File: src/rtl/core/qte_pkg.sv
// Shared types and constants for the quintic trajectory evaluator.
// Item formats, the controller-to-datapath command bundle and fixed-point widths.
// No dependencies.
package qte_pkg;

	// Default polynomial degree and the largest degree the command bundle can carry
	localparam int POLY_DEGREE = 5;
	localparam int MAX_DEGREE  = 8;
	localparam int K_MAX_W     = $clog2(MAX_DEGREE + 1);

	// Fixed-point formats: Q16.16 values, Q2.16 time
	localparam int FRAC_BITS   = 16;
	localparam int COEFF_WIDTH = 32;
	localparam int TIME_BITS   = FRAC_BITS + 2;
	localparam int OUT_W       = 32;

	// Item kinds
	localparam logic KIND_LOAD = 1'b0;
	localparam logic KIND_EVAL = 1'b1;

	// Input item
	typedef struct packed {
		logic               kind;
		logic               axis_select;
		logic [2:0]         coeff_index;
		logic signed [31:0] coeff_value;
		logic [17:0]        eval_time;
	} qte_req_t;

	// Result item
	typedef struct packed {
		logic signed [31:0] x_position;
		logic signed [31:0] y_position;
		logic signed [31:0] x_velocity;
		logic signed [31:0] y_velocity;
		logic               overflow;
	} qte_res_t;

	// Controller to datapath command bundle
	typedef struct packed {
		logic               eval_start; // capture time, clear overflow
		logic               load;       // write one coefficient
		logic               issue;      // issue one Horner multiply
		logic               lane;       // 0 = x, 1 = y
		logic [K_MAX_W-1:0] k;          // coefficient position of this step
		logic               vel;        // velocity pass (weighted coefficients)
		logic               last;       // final step of this lane's pass
	} qte_cmd_t;

endpackage

File: src/rtl/core/quintic_trajectory_evaluator.sv
// Quintic trajectory evaluator: x/y position and velocity by Horner's rule.
// Evaluate item: strobe on done after the RUN and FLUSH states that follow acceptance;
// one shared multiplier serves all 4*POLY_DEGREE+2 steps, interleaving the x and y chains.
// A new item is taken in the strobe cycle; busy holds off new items through RUN and FLUSH.
// Load items leave busy low. The receiver cannot stall the strobe.
// Reset clears all coefficients to zero and returns the sequencer to idle.
module quintic_trajectory_evaluator #(
	parameter int POLY_DEGREE = qte_pkg::POLY_DEGREE
) (
	input  logic              clk,
	input  logic              arst_n,
	input  logic              start,
	input  qte_pkg::qte_req_t request,
	output logic              busy,
	output logic              done,
	output qte_pkg::qte_res_t result
);

	localparam int LATENCY = 4 * POLY_DEGREE + 4;

	qte_pkg::qte_cmd_t cmd;

	// Sequencer
	qte_ctrl #(
		.POLY_DEGREE(POLY_DEGREE)
	) u_ctrl (
		.clk     (clk),
		.arst_n  (arst_n),
		.start   (start),
		.request (request),
		.busy    (busy),
		.done    (done),
		.cmd     (cmd)
	);

	// Arithmetic and storage
	qte_datapath #(
		.POLY_DEGREE(POLY_DEGREE)
	) u_dp (
		.clk     (clk),
		.arst_n  (arst_n),
		.cmd     (cmd),
		.request (request),
		.result  (result)
	);

	// Checks
	a_done_single: assert property (@(posedge clk) disable iff (!arst_n)
		done |=> !done)
		else $error("result strobe held for more than one cycle");

	a_done_after_busy: assert property (@(posedge clk) disable iff (!arst_n)
		done |-> $past(busy))
		else $error("result strobe without a preceding evaluation");

	a_latency: assert property (@(posedge clk) disable iff (!arst_n)
		(start && !busy && request.kind == qte_pkg::KIND_EVAL) |-> ##LATENCY done)
		else $error("evaluate item did not complete in the expected number of cycles");

endmodule

File: src/rtl/core/qte_ctrl.sv
// Sequencer for the quintic trajectory evaluator.
// Accepts items, steps the Horner slots of both passes and raises the result strobe.
// Depends on qte_pkg.
module qte_ctrl #(
	parameter int POLY_DEGREE = qte_pkg::POLY_DEGREE
) (
	input  logic              clk,
	input  logic              arst_n,
	input  logic              start,
	input  qte_pkg::qte_req_t request,
	output logic              busy,
	output logic              done,
	output qte_pkg::qte_cmd_t cmd
);

	localparam int NCOEF  = POLY_DEGREE + 1;
	localparam int SLOT_W = $clog2(2 * NCOEF);

	typedef enum logic [1:0] {
		ST_IDLE,
		ST_RUN,
		ST_FLUSH,
		ST_EMIT
	} state_t;

	state_t            state_q;
	logic [SLOT_W-1:0] slot_q;
	logic              vel_q;
	logic              done_q;

	logic accept;
	logic accept_eval;
	logic last_k;
	logic slot_last;

	// Handshake: the strobe cycle also takes a new item
	assign busy        = (state_q == ST_RUN) || (state_q == ST_FLUSH);
	assign accept      = start && !busy;
	assign accept_eval = accept && (request.kind == qte_pkg::KIND_EVAL);
	assign done        = done_q;

	// Slot decode: even slots x, odd slots y, coefficient position in upper bits
	assign last_k    = (int'(slot_q >> 1) == (vel_q ? POLY_DEGREE - 1 : POLY_DEGREE));
	assign slot_last = last_k && slot_q[0];

	// Commands to the datapath
	always_comb begin
		cmd            = '0;
		cmd.eval_start = accept_eval;
		cmd.load       = accept && (request.kind == qte_pkg::KIND_LOAD)
		                 && (int'(request.coeff_index) <= POLY_DEGREE);
		cmd.issue      = (state_q == ST_RUN);
		cmd.lane       = slot_q[0];
		cmd.k          = qte_pkg::K_MAX_W'(slot_q >> 1);
		cmd.vel        = vel_q;
		cmd.last       = last_k;
	end

	// State and registered strobe
	always_ff @(posedge clk or negedge arst_n) begin
		if (!arst_n) begin
			state_q <= ST_IDLE;
			slot_q  <= '0;
			vel_q   <= 1'b0;
			done_q  <= 1'b0;
		end else begin
			done_q <= (state_q == ST_FLUSH);
			case (state_q)
				ST_IDLE, ST_EMIT: begin
					if (accept_eval) begin
						state_q <= ST_RUN;
						slot_q  <= '0;
						vel_q   <= 1'b0;
					end else begin
						state_q <= ST_IDLE;
					end
				end
				ST_RUN: begin
					if (slot_last) begin
						slot_q <= '0;
						if (vel_q) begin
							state_q <= ST_FLUSH;
						end else begin
							vel_q <= 1'b1;
						end
					end else begin
						slot_q <= slot_q + SLOT_W'(1);
					end
				end
				ST_FLUSH: begin
					state_q <= ST_EMIT;
				end
				default: begin
					state_q <= ST_IDLE;
				end
			endcase
		end
	end

endmodule

File: src/rtl/core/qte_datapath.sv
// Datapath of the quintic trajectory evaluator.
// Coefficient store, shared multiplier, round/accumulate/saturate stage and result registers.
// Depends on qte_pkg.
module qte_datapath #(
	parameter int POLY_DEGREE = qte_pkg::POLY_DEGREE
) (
	input  logic              clk,
	input  logic              arst_n,
	input  qte_pkg::qte_cmd_t cmd,
	input  qte_pkg::qte_req_t request,
	output qte_pkg::qte_res_t result
);

	localparam int NCOEF  = POLY_DEGREE + 1;
	localparam int K_W    = $clog2(NCOEF);
	localparam int WGT_W  = $clog2(POLY_DEGREE + 1) + 1;
	localparam int CW     = qte_pkg::COEFF_WIDTH;
	localparam int OW     = qte_pkg::OUT_W;
	localparam int TB     = qte_pkg::TIME_BITS;
	localparam int FB     = qte_pkg::FRAC_BITS;
	localparam int PROD_W = OW + TB + 1;
	localparam int WC_W   = CW + WGT_W + 1;
	localparam int SUM_W  = PROD_W + 1;
	localparam logic signed [PROD_W-1:0] RND_K = PROD_W'(2 ** (FB - 1));

	// Storage
	logic signed [CW-1:0] coef_q [2][NCOEF];
	logic signed [OW-1:0] acc_q  [2];
	logic signed [OW-1:0] pos_q  [2];
	logic signed [OW-1:0] velr_q [2];
	logic [TB-1:0]        t_q;
	logic                 ovf_q;

	// Multiply stage registers
	logic signed [PROD_W-1:0] prod_s1;
	logic signed [WC_W-1:0]   wc_s1;
	logic                     valid_s1;
	logic                     lane_s1;
	logic                     last_s1;
	logic                     vel_s1;

	logic [K_W-1:0]           k_idx;
	logic [WGT_W-1:0]         wgt;
	logic signed [CW-1:0]     coef;
	logic signed [OW-1:0]     op_a;
	logic signed [PROD_W-1:0] prod;
	logic signed [WC_W-1:0]   wc;
	logic signed [PROD_W-1:0] rnd;
	logic signed [SUM_W-1:0]  sum;
	logic                     sat_hit;
	logic signed [OW-1:0]     sat_val;

	// Coefficient store, cleared at reset
	always_ff @(posedge clk or negedge arst_n) begin
		if (!arst_n) begin
			for (int a = 0; a < 2; a++) begin
				for (int i = 0; i < NCOEF; i++) begin
					coef_q[a][i] <= '0;
				end
			end
		end else if (cmd.load) begin
			coef_q[request.axis_select][K_W'(request.coeff_index)] <= request.coeff_value[CW-1:0];
		end
	end

	// Issue: acc * t on the shared multiplier, weighted coefficient alongside
	always_comb begin
		k_idx = K_W'(cmd.k);
		coef  = coef_q[cmd.lane][k_idx];
		wgt   = cmd.vel ? WGT_W'(POLY_DEGREE - int'(k_idx)) : WGT_W'(1);
		op_a  = (cmd.k == '0) ? '0 : acc_q[cmd.lane];
		prod  = op_a * $signed({1'b0, t_q});
		wc    = coef * $signed({1'b0, wgt});
	end

	always_ff @(posedge clk or negedge arst_n) begin
		if (!arst_n) begin
			valid_s1 <= 1'b0;
		end else begin
			valid_s1 <= cmd.issue;
		end
	end

	always_ff @(posedge clk) begin
		if (cmd.issue) begin
			prod_s1 <= prod;
			wc_s1   <= wc;
			lane_s1 <= cmd.lane;
			last_s1 <= cmd.last;
			vel_s1  <= cmd.vel;
		end
	end

	// Round half up, add weighted coefficient, clamp to 32 bits
	always_comb begin
		rnd     = (prod_s1 + RND_K) >>> FB;
		sum     = SUM_W'(rnd) + SUM_W'(wc_s1);
		sat_hit = !((&sum[SUM_W-1:OW-1]) || !(|sum[SUM_W-1:OW-1]));
		if (!sat_hit) begin
			sat_val = sum[OW-1:0];
		end else if (sum[SUM_W-1]) begin
			sat_val = {1'b1, {(OW-1){1'b0}}};
		end else begin
			sat_val = {1'b0, {(OW-1){1'b1}}};
		end
	end

	// Accumulators and result capture
	always_ff @(posedge clk) begin
		if (cmd.eval_start) begin
			t_q <= request.eval_time[TB-1:0];
		end
		if (valid_s1) begin
			acc_q[lane_s1] <= sat_val;
			if (last_s1) begin
				if (vel_s1) begin
					velr_q[lane_s1] <= sat_val;
				end else begin
					pos_q[lane_s1] <= sat_val;
				end
			end
		end
	end

	// Sticky overflow per evaluate item
	always_ff @(posedge clk or negedge arst_n) begin
		if (!arst_n) begin
			ovf_q <= 1'b0;
		end else if (cmd.eval_start) begin
			ovf_q <= 1'b0;
		end else if (valid_s1 && sat_hit) begin
			ovf_q <= 1'b1;
		end
	end

	assign result.x_position = pos_q[0];
	assign result.y_position = pos_q[1];
	assign result.x_velocity = velr_q[0];
	assign result.y_velocity = velr_q[1];
	assign result.overflow   = ovf_q;

endmodule

File: config.mk
export PLATFORM = sky130hd
export DESIGN_NAME = quintic_trajectory_evaluator
export DESIGN_NICKNAME = d
export VERILOG_FILES = /design/src/rtl/core/qte_pkg.sv /design/src/rtl/core/quintic_trajectory_evaluator.sv /design/src/rtl/core/qte_ctrl.sv /design/src/rtl/core/qte_datapath.sv
export SDC_FILE = /design/constraint.sdc
export NUM_CORES = 2
export LEC_CHECK = 0
export BUFFER_PORTS_ARGS = -buffer_cell sky130_fd_sc_hd__buf_4
export CAP_MARGIN = 15
export CORE_MARGIN = 1.5
export CORE_UTILIZATION = 30
export DETAILED_ROUTE_END_ITERATION = 8
export PLACE_DENSITY = 0.47
export RECOVER_POWER = 25
export SLEW_MARGIN = 20
export SYNTH_ARGS = -nofsm -noshare
export SYNTH_HDL_FRONTEND = slang
export SYNTH_HIERARCHICAL = 1
export SYNTH_SLANG_ARGS = --single-unit
File: constraint.sdc
create_clock -name clk -period 15.1 [get_ports clk]
set_input_delay 0 -clock clk [delete_from_list [all_inputs] [get_ports clk]]
set_output_delay 0 -clock clk [all_outputs]
set_load 0.1 [all_outputs]
* Word-level counts from Yosys, hierarchy flattened *
Memory sizes are Yosys's and may differ from the RTL's.
Cells that the tools add are included.

operators by class
  $mul = 2
  div/mod/pow operators = 0
  shift-type cells = 0
  $lt $le $gt $ge = 7
  bitwise gates (word level) = 5
  equality and inequality tests = 7
  add/subtract/negate cells = 4
  reductions and logical operators = 23
  multiplexer cells = 38

operators by type and width
  operator                                                           count
  192-bit 2-to-1 mux                                                 4
  384-bit bitwise mux                                                1
  192-bit demux with 1-bit select                                    1
  32-bit 2-to-1 mux                                                  6
  32-bit binary-select mux with 3-bit select                         1
  32-bit demux with 3-bit select                                     1
  51-bit by 17-bit adder with 51-bit output (second input constant)  1
  32-bit by 19-bit multiplier with 51-bit output                     1
  35-bit by 37-bit adder with 38-bit output                          1
  32-bit by 5-bit multiplier with 37-bit output                      1
  4-bit by 32-bit equality test with 1-bit output                    1
  21-bit AND reduction                                               1
  21-bit OR reduction                                                1
  1-bit 2-to-1 mux                                                   16
  4-bit 2-to-1 mux                                                   3
  4-bit greater-or-equal comparator (second input constant)          2
  1-bit logical AND                                                  8
  3-bit inverter with 4-bit output                                   2
  4-bit case mux with 2 select lines                                 1
  2-bit case mux with 3 select lines                                 1
  4-bit by 1-bit adder with 4-bit output (second input constant)     1
  2-bit equality test (second input constant)                        2
  2-bit greater-or-equal comparator (second input constant)          2
  4-bit zero test                                                    1
  18 further kinds                                                   26

word-level totals
  RAM bits = 192
  output and inout bits = 131
  latch bits = 0
  memories = 3
  bits of input ports = 58
  flip-flop bits (word level) = 503
  word-level logic and storage cells = 113
  ROM bits = 0

memory list
  name         depth  bits a word  rd ports  clocked after memory_dff  wr ports  line                source
  u_dp.acc_q   2      32           1         0                         1         qte_datapath.sv:28  logic signed [OW-1:0] acc_q [2];
  u_dp.pos_q   2      32           2         0                         1         qte_datapath.sv:29  logic signed [OW-1:0] pos_q [2];
  u_dp.velr_q  2      32           2         0                         1         qte_datapath.sv:30  logic signed [OW-1:0] velr_q [2];

* Depth between registers and ports, before layout *
  depth after elaboration = 9
  depth in mapped cells = 31
  mapped depth without buffers = 25

* By module *
Netlist, hierarchy kept.

by module, submodules not included
  module        instances  area each (µm²)  cells an instance  sequential area each (µm²)
  qte_datapath  1          53750.3          4668               18247.5
  qte_ctrl      1          531.8            58                 200.2

* Least setup slack after synthesis *
No wires, ideal clock.

  path kind = register to register
  from = register u_ctrl.slot_q[0]
  to = register u_dp.prod_s1[49] (data pin)
  data arrival time = 7916 ps
  data required time = 14842 ps
  path buffers = 6
  setup slack = 6927 ps
  clock period less this slack = 8173 ps
  cell stages (with the launch flop) = 30
  library setup time = 258 ps
  path through = dfrtp_1 -> buf_4 -> clkbuf_1 -> buf_2 -> buf_2 -> mux2i_1 -> nor2_1 -> clkbuf_1 -> nand2_1 -> fa_1 -> fa_1 -> fa_1 -> inv_1 -> fa_1 -> fa_1 -> inv_1 -> fa_1 -> inv_1 -> ha_1 -> clkbuf_1 -> a21o_1 -> a21o_1 -> a21o_1 -> a21o_1 -> a21o_1 -> a21o_1 -> a21oi_1 -> a21bo_1 -> a21oi_1 -> xnor2_1

on the way
  word-level cells in the longest chain between the ends = 3

ends and longest elaborated chain
  what                                            line                source
  start, declared                                 qte_ctrl.sv:27      logic [SLOT_W-1:0] slot_q;
  start signal, assigned                          qte_ctrl.sv:87      slot_q <= slot_q + SLOT_W'(1);
  memory 2 x 32 bit                               --
  32-bit 2-to-1 mux                               qte_datapath.sv:71  op_a = (cmd.k == '0) ? '0 : acc_q[cmd.lane];
  32-bit by 19-bit multiplier with 51-bit output  qte_datapath.sv:72  prod = op_a * $signed({1'b0, t_q});
  net u_dp.prod[49]                               qte_datapath.sv:46  logic signed [PROD_W-1:0] prod;
  end signal, assigned                            qte_datapath.sv:86  prod_s1 <= prod;
  end, declared                                   qte_datapath.sv:35  logic signed [PROD_W-1:0] prod_s1;

The timed path passes the listed nets, and every way through them passes these cells.
A chain may end at the register's enable or synchronous reset.

* Worst setup path in the final report *
  from = register u_ctrl.slot_q[0]
  to = register u_dp.wc_s1[35] (data pin)

on the way
  word-level cells in the longest chain between the ends = 8

ends and longest elaborated chain
  what                                                    line                source
  1-bit inverter with 2-bit output (not written as such)  qte_datapath.sv:69  coef = coef_q[cmd.lane][k_idx];
  192-bit 2-to-1 mux (not written as such) (3 in series)  qte_datapath.sv:69
  32-bit binary-select mux with 3-bit select              qte_datapath.sv:69
  32-bit 2-to-1 mux (not written as such) (2 in series)   qte_datapath.sv:69
  32-bit by 5-bit multiplier with 37-bit output           qte_datapath.sv:73  wc = coef * $signed({1'b0, wgt});
  net u_dp.wc[35]                                         qte_datapath.sv:47  logic signed [WC_W-1:0] wc;
  end signal, assigned                                    qte_datapath.sv:87  wc_s1 <= wc;
  end, declared                                           qte_datapath.sv:36  logic signed [WC_W-1:0] wc_s1;

The timed path passes the listed nets, and every way through them passes these cells. The select of a mux whose other input is x is not followed.

==> results.md <==
* Status: finished, violations left
* Failing checks: max-capacitance violations, max-slew violations
* Type of origin of the critical path: register
* Clk Latency, worst-skew pair at between 0.7 and 0.8 ns
* Share of layout cells above drive strength 1 at 0.161
* Flop-to-flop setup slack at 6.65 ns
* Placed cell areas at 58400 µm²
* Top_reg_cell synth: dfrtp_1
* DRT antenna net count at 0
* Hold path startpoint: request[27]
* Post-route minimum period at 8.45 ns
* # DRC at 0
* Post-route cell area at 61400 µm²
* Setup_tns at 0 ns
* 1st-iter DRT viols at between 1000 and 1500
* Most frequent cells in the layout: inv_1 (794), fa_1 (622), dfrtp_1 (390)
* Total CTS buffers at 82
* Die span in x at about 430 µm
* Clock tree sinks at 680
* Worst Path Arrival at 8.92 ns
* Largest net degree at the start of global routing at 133
* Initial Util at 0.303
* Crit Path Max Fanout at 41
* Reg area at 18500 µm²
* Worst reg2reg path endpoint: u_dp/wc_s1[35]
* GRT overflow at 0
* Routed via count at between 30000 and 40000
* Post-synthesis sequential area ratio at 0.340
* Post_cts resized at 0
* Commonest non-fill, non-tap cell in the layout: inv_1
* # Post-CTS Setup Buffers at 0
* CTS H-Tree Depth at 3
* Final setup viols at 0
* Placer Congestion at 0.803
* Synthesized cell area at 54300 µm²
* Reg2Reg Depth at 22
* Max-slew headroom at -2.23
* Crit path kind: register to register
* RR Startpoint: u_ctrl/slot_q[0]
* Final Hold Fails at 0
* Ys async rst share at 0.579
* Hold slack at 0.164 ns
* CTS tree: yes
* Setup crit end kind: register
* Slew @ Worst Pin at 4.85 ns
* Via/cell ratio at 4.67
* Fmax at roughly 120 MHz
* Mapped Nets at between 5000 and 6000
* Area growth syn-to-layout at 13.2%
* Synth Instances at ~4700
* Mapped Avg Cell Area at 11.5 µm²
* Area of the multi-input gates at 32000 µm²
* Slew Limit Fails at roughly 290
* Routed len/inst at 19.9 µm
* Yosys cell types at 90
* CTS root buffer: clkbuf_16
* # nets final at 5832
* Final period utilization at 0.560
* RSZ-0062 raised after global routing: false
* I/O pins at about 190
* Core area at 179000 µm²
* Placement Rows at 155
* Total GRT Usage at 0.163
* Final Skew at 0.0375 ns
* Die Y-Extent at roughly 430 µm
* First-pass GRT wire length at 231000 µm
* Port-buffer cells at 188
* Die ar. at 184000 µm²
* Longest Clk Path Bufs at 3
* Antenna violations before repair at 7
* DRT Pass-1 Iters at 5
* Warnings, synthesis at 6
* Min-delay worst type: input pin to register
* Register bit total from synthesis at roughly 700
* Clock slew at reported path FFs at 0.06 ns
* Final WL at 146000 µm
* Filler cell count in the final layout at approximately 18000
* Worst Setup EP: u_dp/wc_s1[35]
* Number of global-route vias before repair at 37584
* Post-synth EDFFs at between 200 and 300
* Required @ worst endpoint at 15.56 ns
* Maxcap violations at 6
* Critical path launch point: u_ctrl/slot_q[0]
* Dpl hpwl at 102000 µm
==> final cells by class <==
cell class / count / area share
multi-input combinational: 3012 / 0.521
sequential: 680 / 0.301
inverter: 794 / 0.0485
tap: 2355 / 0.0480
clock buffer: 112 / 0.0381
timing repair buffer: 345 / 0.0371
clock inverter: 34 / 0.00678
antenna: 2 / 0.0000815
==> cells by family after synthesis <==
| family | synth area share |
|---|---|
| AO/OA/AOI/OAI | 0.0469 |
| multiplexers | 0.132 |
| buffers and inverters | 0.0732 |
| adder cells (fa/ha/maj) | 0.284 |
| XOR/XNOR | 0.0235 |
| other | 0.0000691 |
| AND/OR/NAND/NOR | 0.101 |
| flip-flops | 0.340 |
==> per-stage QoR <==
stage	cells	worst slack, ns	util
final	7334	6.65	0.343
after global routing	7333	5.85	0.343
after CTS	7330	6.43	0.346
after detailed placement	7106	6.44	0.326
after global placement	7106	6.42	0.326
after floorplan	4726	6.93	-
==> registers in the layout (all words and copies together) (netlist names), 2 cells and up <==
signal and count:
u_dp/wc_s1 37, u_dp/pos_q 64, u_dp/prod_s1 36, u_ctrl/slot_q 4
u_dp/acc_q 64, u_ctrl/state_q 2, u_dp/velr_q 64, u_dp/coef_q 384
u_dp/t_q 18
==> cells in the mapped netlist, types with 17 or more instances <==
library cell  count  area, µm²
inv_1           794       2980
fa_1            622      12500
dfrtp_1         394       9860
mux2_2          387       4360
and2_1          386       2410
edfxtp_1        286       8590
nand2_1         275       1030
ha_1            237       2970
nor2_1          231        867
clkbuf_1        183        687
a21oi_1         132        661
xnor2_1          98        858
mux4_2           93       2090
a21o_1           81        608
mux2i_1          70        701
nand3_1          61        305
xor2_1           46        403
o21ai_0          43        215
buf_1            31        116
nand2b_1         22        138
nand4_1          20        125
nor2b_1          17        106
o21bai_1         17        128
==> worst min-delay path by stage <==
stage	end	cells after the start
after floorplan	u_ctrl/done	0
after global placement	u_dp/t_q[10]	1
final	u_dp/coef_q[233]	3
after global routing	u_dp/coef_q[140]	3
after CTS	u_dp/coef_q[118]	2
after detailed placement	u_dp/t_q[13]	1
==> worst max-delay path, stage by stage (launching register included) <==
cell	delay, ns
dfrtp_4	0.84
buf_4	0.73
buf_4	0.70
buf_4	0.74
mux4_2	0.60
mux2i_1	0.28
nor2_1	0.10
a21oi_1	0.30
nor2_1	0.08
ha_1	0.29
inv_1	0.05
fa_1	0.47
inv_1	0.05
fa_1	0.43
ha_1	0.39
a211oi_1	0.35
o211ai_1	0.15
o311a_1	0.37
o41ai_2	0.57
o21ai_1	0.17
nand3b_1	0.18
a31oi_1	0.20
xnor2_1	0.08
==> metal layers <==
layer | vias up | wire length [µm] | track usage
li1 | 15660 | - | -
met1 | 17951 | 66800 | 0.218
met2 | 465 | 72200 | 0.279
met3 | 161 | 4140 | 0.0187
met4 | 10 | 3000 | 0.0389
met5 | - | 61 | 0
==> what timing repair did <==
item                       4_1_cts  5_1_grt
hold buffers                    78        1
hold endpoints to repair       537       39
setup endpoints to repair        0        0
Power is not shown: default switching activity piles up to over one toggle a cycle in this logic, so the estimate is an artifact.
